--- src/rtl/core/circular_deque_list_engine_unit_defines.svh ---
// ============================================================================
// Assertion macros for the circular deque list engine
// Each check is written once, on one line, in the module it concerns.
// The macros compile to nothing when SYNTHESIS is defined.
// ============================================================================
`ifndef CIRCULAR_DEQUE_LIST_ENGINE_UNIT_DEFINES_SVH
`define CIRCULAR_DEQUE_LIST_ENGINE_UNIT_DEFINES_SVH
`ifndef SYNTHESIS
// Same-cycle implication, sampled on clk and disabled while rst_n is low.
`define CDL_ASSERT_NOW(label, ante, cons) \
    label: assert property (@(posedge clk) disable iff (!rst_n) (ante) |-> (cons)) \
        else $error("cdl check failed");
// Next-cycle implication, sampled on clk and disabled while rst_n is low.
`define CDL_ASSERT_NEXT(label, ante, cons) \
    label: assert property (@(posedge clk) disable iff (!rst_n) (ante) |=> (cons)) \
        else $error("cdl check failed");
`else
`define CDL_ASSERT_NOW(label, ante, cons)
`define CDL_ASSERT_NEXT(label, ante, cons)
`endif
`endif

--- src/rtl/core/cdl_pkg.sv ---
// ============================================================================
// cdl_pkg
// Shared widths, operation codes and status codes of the circular deque
// list engine.
// ============================================================================
package cdl_pkg;

    // Default sizes of the store.
    localparam int DEPTH_DEFAULT      = 16;
    localparam int DATA_WIDTH_DEFAULT = 32;

    // Fixed field widths of the request and response.
    localparam int OP_W     = 4;
    localparam int DATA_W   = 32;
    localparam int POS_W    = 5;
    localparam int POS2_W   = 4;
    localparam int STATUS_W = 2;
    localparam int OCC_W    = 5;

    // Operation codes.
    localparam logic [OP_W-1:0] OP_PUSH_BACK  = 4'd0;
    localparam logic [OP_W-1:0] OP_PUSH_FRONT = 4'd1;
    localparam logic [OP_W-1:0] OP_POP_BACK   = 4'd2;
    localparam logic [OP_W-1:0] OP_POP_FRONT  = 4'd3;
    localparam logic [OP_W-1:0] OP_INSERT     = 4'd4;
    localparam logic [OP_W-1:0] OP_DELETE     = 4'd5;
    localparam logic [OP_W-1:0] OP_READ       = 4'd6;
    localparam logic [OP_W-1:0] OP_WRITE      = 4'd7;
    localparam logic [OP_W-1:0] OP_FIND       = 4'd8;
    localparam logic [OP_W-1:0] OP_COMPARE    = 4'd9;
    localparam logic [OP_W-1:0] OP_SWAP       = 4'd10;
    localparam logic [OP_W-1:0] OP_CLEAR      = 4'd11;

    // Status codes.
    localparam logic [STATUS_W-1:0] ST_OK      = 2'd0;
    localparam logic [STATUS_W-1:0] ST_EMPTY   = 2'd1;
    localparam logic [STATUS_W-1:0] ST_FULL    = 2'd2;
    localparam logic [STATUS_W-1:0] ST_BAD_POS = 2'd3;

endpackage

--- src/rtl/core/cdl_channels.sv ---
// ============================================================================
// cdl channels
// Request and response channels of the circular deque list engine, each
// with valid, ready and its payload.
// ============================================================================
interface cdl_req_if;
    logic                                valid;
    logic                                ready;
    logic [cdl_pkg::OP_W-1:0]            op;
    logic signed [cdl_pkg::DATA_W-1:0]   data;
    logic [cdl_pkg::POS_W-1:0]           position;
    logic [cdl_pkg::POS2_W-1:0]          other_position;

    modport source (output valid, output op, output data, output position,
                    output other_position, input ready);
    modport sink (input valid, input op, input data, input position,
                  input other_position, output ready);
endinterface

interface cdl_rsp_if;
    logic                                valid;
    logic                                ready;
    logic [cdl_pkg::STATUS_W-1:0]        status;
    logic signed [cdl_pkg::DATA_W-1:0]   read_data;
    logic                                found;
    logic [cdl_pkg::OCC_W-1:0]           occupancy;

    modport source (output valid, output status, output read_data, output found,
                    output occupancy, input ready);
    modport sink (input valid, input status, input read_data, input found,
                  input occupancy, output ready);
endinterface

--- src/rtl/core/cdl_ram.sv ---
// ============================================================================
// cdl_ram
// Generic single-write, single-read RAM with a registered read port.
// ============================================================================
module cdl_ram #(
    parameter int WIDTH = cdl_pkg::DATA_WIDTH_DEFAULT,
    parameter int DEPTH = cdl_pkg::DEPTH_DEFAULT
) (
    input  logic                     clk,
    input  logic                     we,
    input  logic [$clog2(DEPTH)-1:0] waddr,
    input  logic [WIDTH-1:0]         wdata,
    input  logic [$clog2(DEPTH)-1:0] raddr,
    output logic [WIDTH-1:0]         rdata
);

    logic [WIDTH-1:0] mem [DEPTH];

    // Write port and registered read port.
    always_ff @(posedge clk)
    begin
        if (we)
        begin
            mem[waddr] <= wdata;
        end
        rdata <= mem[raddr];
    end

endmodule

--- src/rtl/core/circular_deque_list_engine_unit.sv ---
// ============================================================================
// circular_deque_list_engine_unit
// Ordered list of signed words kept in a circular RAM with a head slot and
// an entry count; one request in, one response out.
// ============================================================================
//
//  Channel  Dir  Handshake     Payload
//  req      in   valid/ready   op, data, position, other_position
//  rsp      out  valid/ready   status, read_data, found, occupancy
//
// Pushes, pops, write and clear finish in decode; read and compare add a read
// and a move step. Insert, delete and find take a read and a move step per
// entry moved or examined; insert then places the new entry. Each step goes
// through the one RAM read port, the one write port and the shared slot adder.
// Reset clears head and count at once; cells are not cleared.
// A request is taken only while idle; a waiting response does not block it.
//
`include "circular_deque_list_engine_unit_defines.svh"

module circular_deque_list_engine_unit #(
    parameter int DEPTH      = cdl_pkg::DEPTH_DEFAULT,
    parameter int DATA_WIDTH = cdl_pkg::DATA_WIDTH_DEFAULT
) (
    input  logic          clk,
    input  logic          rst_n,
    cdl_req_if.sink       req,
    cdl_rsp_if.source     rsp
);

    localparam int AW = $clog2(DEPTH);
    localparam int CW = $clog2(DEPTH + 1);
    localparam int XW = (CW > cdl_pkg::POS_W) ? CW : cdl_pkg::POS_W;
    localparam int VW = (DATA_WIDTH > cdl_pkg::DATA_W) ? DATA_WIDTH : cdl_pkg::DATA_W;
    localparam int SW = CW + 1;

    typedef enum logic [8:0] {
        S_IDLE    = 9'b000000001,
        S_DECODE  = 9'b000000010,
        S_READ    = 9'b000000100,
        S_MOVE    = 9'b000001000,
        S_SWAP_RD = 9'b000010000,
        S_SWAP_WR = 9'b000100000,
        S_SWAP_WB = 9'b001000000,
        S_FINAL   = 9'b010000000,
        S_DONE    = 9'b100000000
    } cdl_state_t;

    // Control registers.
    cdl_state_t                    state_reg, state_next;
    logic [AW-1:0]                 head_reg, head_next;
    logic [CW-1:0]                 count_reg, count_next;
    logic [CW-1:0]                 idx_reg, idx_next;
    logic                          out_valid_reg, out_valid_next;

    // Payload registers.
    logic [cdl_pkg::OP_W-1:0]      op_reg;
    logic [DATA_WIDTH-1:0]         val_reg;
    logic [cdl_pkg::POS_W-1:0]     pos_reg;
    logic [cdl_pkg::POS2_W-1:0]    pos2_reg;
    logic [DATA_WIDTH-1:0]         tmp_reg, tmp_next;
    logic [cdl_pkg::STATUS_W-1:0]  status_reg, status_next;
    logic [cdl_pkg::DATA_W-1:0]    rdata_reg, rdata_next;
    logic                          found_reg, found_next;
    logic [cdl_pkg::STATUS_W-1:0]  out_status_reg;
    logic [cdl_pkg::DATA_W-1:0]    out_rdata_reg;
    logic                          out_found_reg;
    logic [cdl_pkg::OCC_W-1:0]     out_occ_reg;

    // Datapath signals.
    logic                          in_fire;
    logic                          out_load;
    logic [VW-1:0]                 data_ext;
    logic [VW-1:0]                 rd_ext;
    logic [XW-1:0]                 cnt_x, pos_x, pos2_x;
    logic [CW-1:0]                 pos_k, pos2_k;
    logic                          is_full, is_empty;
    logic                          pos_lt_cnt, pos_gt_cnt, pos2_lt_cnt;
    logic [AW-1:0]                 head_dec;
    logic [CW-1:0]                 idx_dn, idx_up, idx_up2;
    logic [CW-1:0]                 slot_k;
    logic [SW-1:0]                 slot_sum;
    logic [AW-1:0]                 slot;
    logic                          mem_we;
    logic [AW-1:0]                 mem_waddr;
    logic [DATA_WIDTH-1:0]         mem_wdata;
    logic [DATA_WIDTH-1:0]         mem_rdata;

    // Conditions watched by the checks.
    logic                          full_push;
    logic                          rsp_rejected;
    logic                          quiet_state;

    // Handshakes.
    assign req.ready = (state_reg == S_IDLE);
    assign in_fire   = req.valid && req.ready;

    // Incoming data, zero-extended or cut to the stored width.
    assign data_ext = VW'($unsigned(req.data));

    // Read data sign-extended from the stored width.
    assign rd_ext = VW'($signed(mem_rdata));

    // Position checks against the count.
    assign cnt_x       = XW'(count_reg);
    assign pos_x       = XW'(pos_reg);
    assign pos2_x      = XW'(pos2_reg);
    assign pos_k       = CW'(pos_x);
    assign pos2_k      = CW'(pos2_x);
    assign is_full     = (count_reg == CW'(DEPTH));
    assign is_empty    = (count_reg == '0);
    assign pos_lt_cnt  = (pos_x < cnt_x);
    assign pos_gt_cnt  = (pos_x > cnt_x);
    assign pos2_lt_cnt = (pos2_x < cnt_x);

    // Loop index neighbors and the slot before the head.
    assign idx_dn   = idx_reg - CW'(1);
    assign idx_up   = idx_reg + CW'(1);
    assign idx_up2  = idx_reg + CW'(2);
    assign head_dec = (head_reg == '0) ? AW'(DEPTH - 1) : (head_reg - AW'(1));

    // Shared slot unit: logical position to physical slot.
    assign slot_sum = SW'(head_reg) + SW'(slot_k);
    assign slot     = (slot_sum >= SW'(DEPTH)) ? AW'(slot_sum - SW'(DEPTH)) : AW'(slot_sum);

    // Sequencer.
    always_comb
    begin
        state_next  = state_reg;
        head_next   = head_reg;
        count_next  = count_reg;
        idx_next    = idx_reg;
        tmp_next    = tmp_reg;
        status_next = status_reg;
        rdata_next  = rdata_reg;
        found_next  = found_reg;
        slot_k      = idx_reg;
        mem_we      = 1'b0;
        mem_waddr   = slot;
        mem_wdata   = val_reg;
        out_load    = 1'b0;

        case (state_reg)
            S_IDLE:
            begin
                if (in_fire)
                begin
                    status_next = cdl_pkg::ST_OK;
                    rdata_next  = '0;
                    found_next  = 1'b0;
                    state_next  = S_DECODE;
                end
            end

            S_DECODE:
            begin
                state_next = S_DONE;
                case (op_reg)
                    cdl_pkg::OP_PUSH_BACK:
                    begin
                        slot_k = count_reg;
                        if (is_full)
                        begin
                            status_next = cdl_pkg::ST_FULL;
                        end
                        else
                        begin
                            mem_we     = 1'b1;
                            count_next = count_reg + CW'(1);
                        end
                    end
                    cdl_pkg::OP_PUSH_FRONT:
                    begin
                        if (is_full)
                        begin
                            status_next = cdl_pkg::ST_FULL;
                        end
                        else
                        begin
                            mem_we     = 1'b1;
                            mem_waddr  = head_dec;
                            head_next  = head_dec;
                            count_next = count_reg + CW'(1);
                        end
                    end
                    cdl_pkg::OP_POP_BACK:
                    begin
                        if (is_empty)
                        begin
                            status_next = cdl_pkg::ST_EMPTY;
                        end
                        else
                        begin
                            count_next = count_reg - CW'(1);
                        end
                    end
                    cdl_pkg::OP_POP_FRONT:
                    begin
                        slot_k = CW'(1);
                        if (is_empty)
                        begin
                            status_next = cdl_pkg::ST_EMPTY;
                        end
                        else
                        begin
                            head_next  = slot;
                            count_next = count_reg - CW'(1);
                        end
                    end
                    cdl_pkg::OP_INSERT:
                    begin
                        if (pos_gt_cnt)
                        begin
                            status_next = cdl_pkg::ST_BAD_POS;
                        end
                        else if (is_full)
                        begin
                            status_next = cdl_pkg::ST_FULL;
                        end
                        else
                        begin
                            idx_next   = count_reg;
                            state_next = pos_lt_cnt ? S_READ : S_FINAL;
                        end
                    end
                    cdl_pkg::OP_DELETE:
                    begin
                        if (is_empty)
                        begin
                            status_next = cdl_pkg::ST_EMPTY;
                        end
                        else if (!pos_lt_cnt)
                        begin
                            status_next = cdl_pkg::ST_BAD_POS;
                        end
                        else if ((pos_x + XW'(1)) < cnt_x)
                        begin
                            idx_next   = pos_k;
                            state_next = S_READ;
                        end
                        else
                        begin
                            count_next = count_reg - CW'(1);
                        end
                    end
                    cdl_pkg::OP_READ, cdl_pkg::OP_COMPARE:
                    begin
                        if (!pos_lt_cnt)
                        begin
                            status_next = cdl_pkg::ST_BAD_POS;
                        end
                        else
                        begin
                            idx_next   = pos_k;
                            state_next = S_READ;
                        end
                    end
                    cdl_pkg::OP_SWAP:
                    begin
                        if (!pos_lt_cnt || !pos2_lt_cnt)
                        begin
                            status_next = cdl_pkg::ST_BAD_POS;
                        end
                        else
                        begin
                            idx_next   = pos_k;
                            state_next = S_READ;
                        end
                    end
                    cdl_pkg::OP_WRITE:
                    begin
                        slot_k = pos_k;
                        if (!pos_lt_cnt)
                        begin
                            status_next = cdl_pkg::ST_BAD_POS;
                        end
                        else
                        begin
                            mem_we = 1'b1;
                        end
                    end
                    cdl_pkg::OP_FIND:
                    begin
                        if (!is_empty)
                        begin
                            idx_next   = '0;
                            state_next = S_READ;
                        end
                    end
                    cdl_pkg::OP_CLEAR:
                    begin
                        count_next = '0;
                        head_next  = '0;
                    end
                    default:
                    begin
                    end
                endcase
            end

            // Present the read address; insert copies from below, delete from above.
            S_READ:
            begin
                if (op_reg == cdl_pkg::OP_INSERT)
                begin
                    slot_k = idx_dn;
                end
                else if (op_reg == cdl_pkg::OP_DELETE)
                begin
                    slot_k = idx_up;
                end
                else
                begin
                    slot_k = idx_reg;
                end
                state_next = S_MOVE;
            end

            // Read data is back: move it, test it or capture it.
            S_MOVE:
            begin
                state_next = S_DONE;
                case (op_reg)
                    cdl_pkg::OP_INSERT:
                    begin
                        mem_we    = 1'b1;
                        mem_wdata = mem_rdata;
                        idx_next  = idx_dn;
                        state_next = (idx_dn > pos_k) ? S_READ : S_FINAL;
                    end
                    cdl_pkg::OP_DELETE:
                    begin
                        mem_we    = 1'b1;
                        mem_wdata = mem_rdata;
                        idx_next  = idx_up;
                        if (idx_up2 < count_reg)
                        begin
                            state_next = S_READ;
                        end
                        else
                        begin
                            count_next = count_reg - CW'(1);
                        end
                    end
                    cdl_pkg::OP_FIND:
                    begin
                        if (mem_rdata == val_reg)
                        begin
                            found_next = 1'b1;
                        end
                        else if (idx_up < count_reg)
                        begin
                            idx_next   = idx_up;
                            state_next = S_READ;
                        end
                    end
                    cdl_pkg::OP_READ:
                    begin
                        rdata_next = rd_ext[cdl_pkg::DATA_W-1:0];
                    end
                    cdl_pkg::OP_COMPARE:
                    begin
                        found_next = (mem_rdata == val_reg);
                    end
                    cdl_pkg::OP_SWAP:
                    begin
                        tmp_next   = mem_rdata;
                        state_next = S_SWAP_RD;
                    end
                    default:
                    begin
                    end
                endcase
            end

            // Swap: read the second entry, then write both back crosswise.
            S_SWAP_RD:
            begin
                slot_k     = pos2_k;
                state_next = S_SWAP_WR;
            end

            S_SWAP_WR:
            begin
                slot_k     = pos_k;
                mem_we     = 1'b1;
                mem_wdata  = mem_rdata;
                state_next = S_SWAP_WB;
            end

            S_SWAP_WB:
            begin
                slot_k     = pos2_k;
                mem_we     = 1'b1;
                mem_wdata  = tmp_reg;
                state_next = S_DONE;
            end

            // Insert: the gap is open, place the new entry.
            S_FINAL:
            begin
                slot_k     = pos_k;
                mem_we     = 1'b1;
                count_next = count_reg + CW'(1);
                state_next = S_DONE;
            end

            // Hand the response to the output register once it is free.
            S_DONE:
            begin
                if (!out_valid_reg || rsp.ready)
                begin
                    out_load   = 1'b1;
                    state_next = S_IDLE;
                end
            end

            default:
            begin
                state_next = S_IDLE;
            end
        endcase
    end

    // Output register valid.
    always_comb
    begin
        out_valid_next = out_valid_reg;
        if (out_load)
        begin
            out_valid_next = 1'b1;
        end
        else if (rsp.ready)
        begin
            out_valid_next = 1'b0;
        end
    end

    // Control state.
    always_ff @(posedge clk or negedge rst_n)
    begin
        if (!rst_n)
        begin
            state_reg     <= S_IDLE;
            head_reg      <= '0;
            count_reg     <= '0;
            idx_reg       <= '0;
            out_valid_reg <= 1'b0;
        end
        else
        begin
            state_reg     <= state_next;
            head_reg      <= head_next;
            count_reg     <= count_next;
            idx_reg       <= idx_next;
            out_valid_reg <= out_valid_next;
        end
    end

    // Payload: request fields, working result and output register.
    always_ff @(posedge clk)
    begin
        if (in_fire)
        begin
            op_reg   <= req.op;
            val_reg  <= data_ext[DATA_WIDTH-1:0];
            pos_reg  <= req.position;
            pos2_reg <= req.other_position;
        end
        tmp_reg    <= tmp_next;
        status_reg <= status_next;
        rdata_reg  <= rdata_next;
        found_reg  <= found_next;
        if (out_load)
        begin
            out_status_reg <= status_reg;
            out_rdata_reg  <= rdata_reg;
            out_found_reg  <= found_reg;
            out_occ_reg    <= cdl_pkg::OCC_W'(count_reg);
        end
    end

    assign rsp.valid     = out_valid_reg;
    assign rsp.status    = out_status_reg;
    assign rsp.read_data = out_rdata_reg;
    assign rsp.found     = out_found_reg;
    assign rsp.occupancy = out_occ_reg;

    // Cell store.
    cdl_ram #(
        .WIDTH (DATA_WIDTH),
        .DEPTH (DEPTH)
    ) u_cells (
        .clk   (clk),
        .we    (mem_we),
        .waddr (mem_waddr),
        .wdata (mem_wdata),
        .raddr (slot),
        .rdata (mem_rdata)
    );

    // Push decoded on a full list, rejected response on the output, and
    // the states in which the RAM is never written.
    assign full_push    = (state_reg == S_DECODE) && is_full &&
                          ((op_reg == cdl_pkg::OP_PUSH_BACK) ||
                           (op_reg == cdl_pkg::OP_PUSH_FRONT));
    assign rsp_rejected = rsp.valid && (rsp.status != cdl_pkg::ST_OK);
    assign quiet_state  = state_reg inside {S_IDLE, S_DONE, S_READ};

    // Checks on the sequencer and the result.
    `CDL_ASSERT_NOW(a_count_bound, 1'b1, (count_reg <= CW'(DEPTH)) && (int'(head_reg) < DEPTH))
    `CDL_ASSERT_NEXT(a_one_at_a_time, in_fire, !req.ready)
    `CDL_ASSERT_NEXT(a_full_push_rejected, full_push, status_reg == cdl_pkg::ST_FULL)
    `CDL_ASSERT_NEXT(a_full_push_keeps_list, full_push, $stable(count_reg) && $stable(head_reg))
    `CDL_ASSERT_NOW(a_reject_clean, rsp_rejected, (rsp.read_data == '0) && !rsp.found)
    `CDL_ASSERT_NOW(a_no_write_when_idle, quiet_state, !mem_we)

endmodule
--- src/flat_wrapper.sv ---
// flat-port wrapper written by rule: the top's interface ports become plain ports
module circular_deque_list_engine_unit_flat 
#(
    parameter int DEPTH      = cdl_pkg::DEPTH_DEFAULT,
    parameter int DATA_WIDTH = cdl_pkg::DATA_WIDTH_DEFAULT
)
  (clk, rst_n, req_valid, req_op, req_data, req_position, req_other_position, req_ready, rsp_valid, rsp_status, rsp_read_data, rsp_found, rsp_occupancy, rsp_ready);
  cdl_req_if req_i ();
  cdl_rsp_if rsp_i ();
  input  logic clk;
  input  logic rst_n;
  input wire logic [$bits(req_i.valid)-1:0] req_valid;
  input wire logic [$bits(req_i.op)-1:0] req_op;
  input wire logic [$bits(req_i.data)-1:0] req_data;
  input wire logic [$bits(req_i.position)-1:0] req_position;
  input wire logic [$bits(req_i.other_position)-1:0] req_other_position;
  output wire logic [$bits(req_i.ready)-1:0] req_ready;
  output wire logic [$bits(rsp_i.valid)-1:0] rsp_valid;
  output wire logic [$bits(rsp_i.status)-1:0] rsp_status;
  output wire logic [$bits(rsp_i.read_data)-1:0] rsp_read_data;
  output wire logic [$bits(rsp_i.found)-1:0] rsp_found;
  output wire logic [$bits(rsp_i.occupancy)-1:0] rsp_occupancy;
  input wire logic [$bits(rsp_i.ready)-1:0] rsp_ready;
  assign req_i.valid = req_valid;
  assign req_i.op = req_op;
  assign req_i.data = req_data;
  assign req_i.position = req_position;
  assign req_i.other_position = req_other_position;
  assign req_ready = req_i.ready;
  assign rsp_valid = rsp_i.valid;
  assign rsp_status = rsp_i.status;
  assign rsp_read_data = rsp_i.read_data;
  assign rsp_found = rsp_i.found;
  assign rsp_occupancy = rsp_i.occupancy;
  assign rsp_i.ready = rsp_ready;
  circular_deque_list_engine_unit #(.DEPTH(DEPTH), .DATA_WIDTH(DATA_WIDTH)) u_core (.clk(clk), .rst_n(rst_n), .req(req_i), .rsp(rsp_i));
endmodule
--- config.mk ---
export PLATFORM = sky130hd
export DESIGN_NAME = circular_deque_list_engine_unit_flat
export DESIGN_NICKNAME = d
export VERILOG_FILES = /design/src/rtl/core/cdl_pkg.sv /design/src/rtl/core/cdl_channels.sv /design/src/rtl/core/cdl_ram.sv /design/src/rtl/core/circular_deque_list_engine_unit.sv /design/src/flat_wrapper.sv
export VERILOG_INCLUDE_DIRS = /design/src /design/src/rtl/core
export SDC_FILE = /design/constraint.sdc
export NUM_CORES = 1
export LEC_CHECK = 0
export BUFFER_PORTS_ARGS = -buffer_cell sky130_fd_sc_hd__buf_2
export CELL_PAD_IN_SITES_DETAIL_PLACEMENT = 0
export CELL_PAD_IN_SITES_GLOBAL_PLACEMENT = 1
export CORE_UTILIZATION = 40
export CTS_CLUSTER_SIZE = 14
export DETAILED_ROUTE_END_ITERATION = 10
export GPL_TIMING_DRIVEN = 0
export PLACE_DENSITY = 0.62
export SLEW_MARGIN = 20
export SYNTH_ARGS = -nofsm -noshare
export SYNTH_HDL_FRONTEND = slang
export SYNTH_SLANG_ARGS = --single-unit
--- constraint.sdc ---
create_clock -name clk -period 5.6 [get_ports clk]
set_input_delay 0.56 -clock clk [delete_from_list [all_inputs] [get_ports clk]]
set_output_delay 0.56 -clock clk [all_outputs]
set_load 0.005 [all_outputs]
==> run_summary.xml <==
<?xml version="1.0" encoding="UTF-8"?>
<metrics>
  <group name="outcome">
    <metric name="outcome" unit="">completed</metric>
  </group>
  <group name="synthesis">
    <metric name="syn_inst" unit="">1613</metric>
    <metric name="ys.warnings.count" unit="">0</metric>
    <metric name="asyncSetResetFlopFracSynth" unit="">0.0333</metric>
    <metric name="yosys.cell_count.top_type" unit="">edfxtp_1</metric>
    <metric name="synth_top_cells_by_area" unit="">edfxtp_1 68%, mux4_2 12%, dfxtp_1 2.2%</metric>
    <metric name="synthesis.area" unit="um2">29300</metric>
    <metric name="synth_top_area_cell" unit="">edfxtp_1</metric>
    <metric name="post_synth_edffs" unit="">664</metric>
    <metric name="synth_seq_cells" unit="">720</metric>
    <metric name="ys.flop_type" unit="">edfxtp_1</metric>
    <metric name="post_synth_most_frequent_cells" unit="">664 x edfxtp_1, 158 x mux4_2, 117 x nand2_1, 64 x clkbuf_1, 62 x nor2_1</metric>
    <metric name="yosysTopAreaCellShare" unit="">0.680</metric>
    <metric name="syn_area_per_cell" unit="um2">18.2</metric>
    <metric name="synth_cell_types" unit="">77</metric>
    <metric name="synth_nets" unit="">1703</metric>
    <metric name="synth_sequential_area_ratio" unit="">0.722</metric>
  </group>
  <group name="sta">
    <metric name="finalWorstPathRequiredPeriod" unit="ps">5360</metric>
    <metric name="tightest_slew" unit="ps">1110</metric>
    <metric name="max_clock_freq" unit="GHz">0.186</metric>
    <metric name="setup_slack" unit="ps">236</metric>
    <metric name="final_max_slew_viols" unit="">0</metric>
    <metric name="setup_violations" unit="">0</metric>
    <metric name="post_route_skew" unit="ps">24.3</metric>
    <metric name="rsz0062_at_grt" unit="">no</metric>
    <metric name="timing.final.crit_share" unit="">0.958</metric>
    <metric name="totalNegativeSetupSlack" unit="ps">0</metric>
    <metric name="hold_violations" unit="">0</metric>
    <metric name="max-slew-margin-rel" unit="">0.255</metric>
  </group>
  <group name="placement">
    <metric name="placement.cell_area" unit="um2">31900</metric>
    <metric name="numPortBuffers" unit="">90</metric>
    <metric name="dp_worst_setup_slack" unit="ps">-1140</metric>
    <metric name="hpwl_after_detailed_placement" unit="um">51000</metric>
    <metric name="gpl.final_weighted_congestion" unit="">0.888</metric>
  </group>
  <group name="clock_tree">
    <metric name="cts_root_buf" unit="">clkbuf_16</metric>
    <metric name="clock_path_buffers" unit="">3</metric>
    <metric name="clock_latency" unit="ps">620</metric>
    <metric name="clock_tree.htree_level_count" unit="">3</metric>
    <metric name="tritoncts" unit="">yes</metric>
    <metric name="numCtsBuffers" unit="">77</metric>
    <metric name="clock_slew_seen_by_the_registers_of_the_worst_setup_and_hold_paths" unit="ps">60</metric>
    <metric name="cts_num_sinks" unit="">720</metric>
  </group>
  <group name="drt">
    <metric name="drt_pass_1_iters" unit="">7</metric>
    <metric name="post-route-drc-count" unit="">0</metric>
    <metric name="route.vias.total" unit="">15700</metric>
    <metric name="wl_per_cell" unit="um">25.8</metric>
    <metric name="totalWireLength" unit="um">73300</metric>
    <metric name="postRouteAntennaNets" unit="">0</metric>
    <metric name="detailed_router_s_first_iteration_violation_count" unit="">1849</metric>
    <metric name="avgViaCountPerCell" unit="">5.51</metric>
  </group>
  <group name="layout">
    <metric name="multi_input_area" unit="um2">7820</metric>
    <metric name="antennaDiodeCount" unit="">0</metric>
    <metric name="finalInstanceArea" unit="um2">34600</metric>
    <metric name="syn_to_final_growth" unit="%">18.1</metric>
    <metric name="design.final.nets" unit="">1916</metric>
    <metric name="regMostFlops" unit="">u_core.u_cells.mem</metric>
    <metric name="nFillCells" unit="">5992</metric>
    <metric name="largest_reg_flops" unit="">512</metric>
    <metric name="drive_above_1_share" unit="">0.255</metric>
    <metric name="fin_util" unit="">0.481</metric>
    <metric name="register_area" unit="um2">21200</metric>
  </group>
  <group name="flow_run">
    <metric name="drv.max_cap_violation_count" unit="">0</metric>
  </group>
  <group name="grt">
    <metric name="overflow" unit="">0</metric>
    <metric name="grt_pass1_wl" unit="um">107000</metric>
    <metric name="number_of_antenna_violations_at_the_first_check_in_global_routing" unit="">0</metric>
    <metric name="first_global_vias" unit="">15900</metric>
    <metric name="largest_net_degree_at_the_start_of_global_routing" unit="">47</metric>
    <metric name="grt_use_total" unit="">0.200</metric>
  </group>
  <group name="pwr">
    <metric name="power_leakage" unit="nW">11.6</metric>
    <metric name="ir_worst_vdd" unit="mV">0.326</metric>
    <metric name="powerDensity" unit="nW/um2">575</metric>
  </group>
  <group name="die">
    <metric name="floorplan.rows" unit="">98</metric>
    <metric name="io_pins" unit="">91</metric>
    <metric name="initial_utilization" unit="">0.407</metric>
    <metric name="coreArea" unit="um2">72000</metric>
    <metric name="floorplan.die_area" unit="um2">74400</metric>
    <metric name="die_w" unit="um">273</metric>
    <metric name="die-height" unit="um">273</metric>
  </group>
  <group name="min_path">
    <metric name="min_path_type" unit="">in -&gt; reg</metric>
  </group>
  <group name="worst_setup_path">
    <metric name="setup.worst_path.end_class" unit="">flip-flop</metric>
    <metric name="worstPathArrival" unit="ps">5720</metric>
    <metric name="critPathLaunchType" unit="">flip-flop</metric>
    <metric name="crit_type" unit="">reg -&gt; reg</metric>
    <metric name="worst_ep_required_time" unit="ps">5960</metric>
    <metric name="critical_path_peak_fanout" unit="">19</metric>
  </group>
</metrics>
[through the flow]
stage	power, mW	instances	hold slack, ps
after CTS	20.1	2834	77.2
after detailed placement	15.0	2683	405
after global routing	20.9	2839	86.8
after floorplan	12.4	1613	264
final	19.9	2839	113
after global placement	14.8	2653	402
[cell usage in the layout, fill, tap and decap left out, types with 10 or more instances in the layout]
cell type / n
ha_1: 40
o21ai_0: 34
xnor2_1: 45
nand2_1: 117
nor2_4: 18
dfxtp_1: 32
a21oi_1: 28
clkbuf_1: 72
dfrtp_1: 23
clkbuf_8: 12
nor2_1: 44
buf_16: 20
buf_2: 95
and2_1: 35
mux2i_1: 11
nor3_1: 20
clkbuf_2: 21
buf_12: 17
a22oi_1: 37
inv_1: 33
nand4_1: 15
clkbuf_16: 80
mux4_2: 158
clkinv_2: 10
edfxtp_1: 664
nand3_1: 17
[power by group]
part	total (mW)	switching, mW	internal (mW)
logic	7.73	4.23	3.50
clock network	5.08	2.05	3.03
registers	7.11	0.438	6.67
total	19.9	6.72	13.2
[cell families after synthesis]
group | synth area share
XOR/XNOR | 0.0169
buffers and inverters | 0.0172
multiplexers | 0.128
AO/OA/AOI/OAI | 0.0442
adder cells (fa/ha/maj) | 0.0177
AND/OR/NAND/NOR | 0.0543
flip-flops | 0.722
[final cells by class]
class                   instances  area share
flip-flops and latches        720       0.612
multi-input cells             780       0.226
clock buffers                 120      0.0656
repair buffers                135      0.0398
well taps                     950      0.0343
plain buffers                  79      0.0117
clock inverters                22     0.00755
inverters                      33     0.00358
[routing by layer]
metal / global-route usage / wire (um) / up-vias
li1: - / - / 6903
met1: 0.290 / 33000 / 8140
met2: 0.313 / 34300 / 521
met3: 0.0354 / 4460 / 92
met4: 0.0500 / 1440 / 0
met5: 0 / 0 / -
[path summary, 6_finish.rpt]
check                           cells after the start                  endpoint  slack (ps)            startpoint
worst max register to register                     18  u_core.u_cells.mem[3][5]         240   u_core.state_reg[5]
worst max-delay path                               18  u_core.u_cells.mem[3][5]         240   u_core.state_reg[5]
worst min-delay path                                1           u_core.pos_k[3]         110       req_position[3]
worst min register to register                      0  u_core.rsp.read_data[19]         420  u_core.rdata_reg[19]
max in group asynchronous                           2       u_core.state_reg[6]        4650                 rst_n
min in group asynchronous                           2         u_core.idx_reg[2]         510                 rst_n
[worst max-delay path: stages (launching register included)]
cell and delay (ps):
dfrtp_1 370, buf_6 140, nor4_4 400, and4b_1 260, clkbuf_1 290, nand2_1 240
o22ai_1 220, a221oi_1 70, nand2_1 200, ha_1 190, inv_1 60, fa_1 510
clkbuf_1 390, clkbuf_4 500, nor3b_1 120, o21ai_2 490, nor2_4 220, buf_16 220
buf_16 160
[what timing repair did]
action	in CTS	in global routing
endpoints found under the setup margin	544	440
hold endpoints to repair	23	0
pin swaps	8	5
hold buffers	1	0
setup buffers	9	5
resized for setup	18	13
Note: power is estimated with default switching activity, not from simulation.
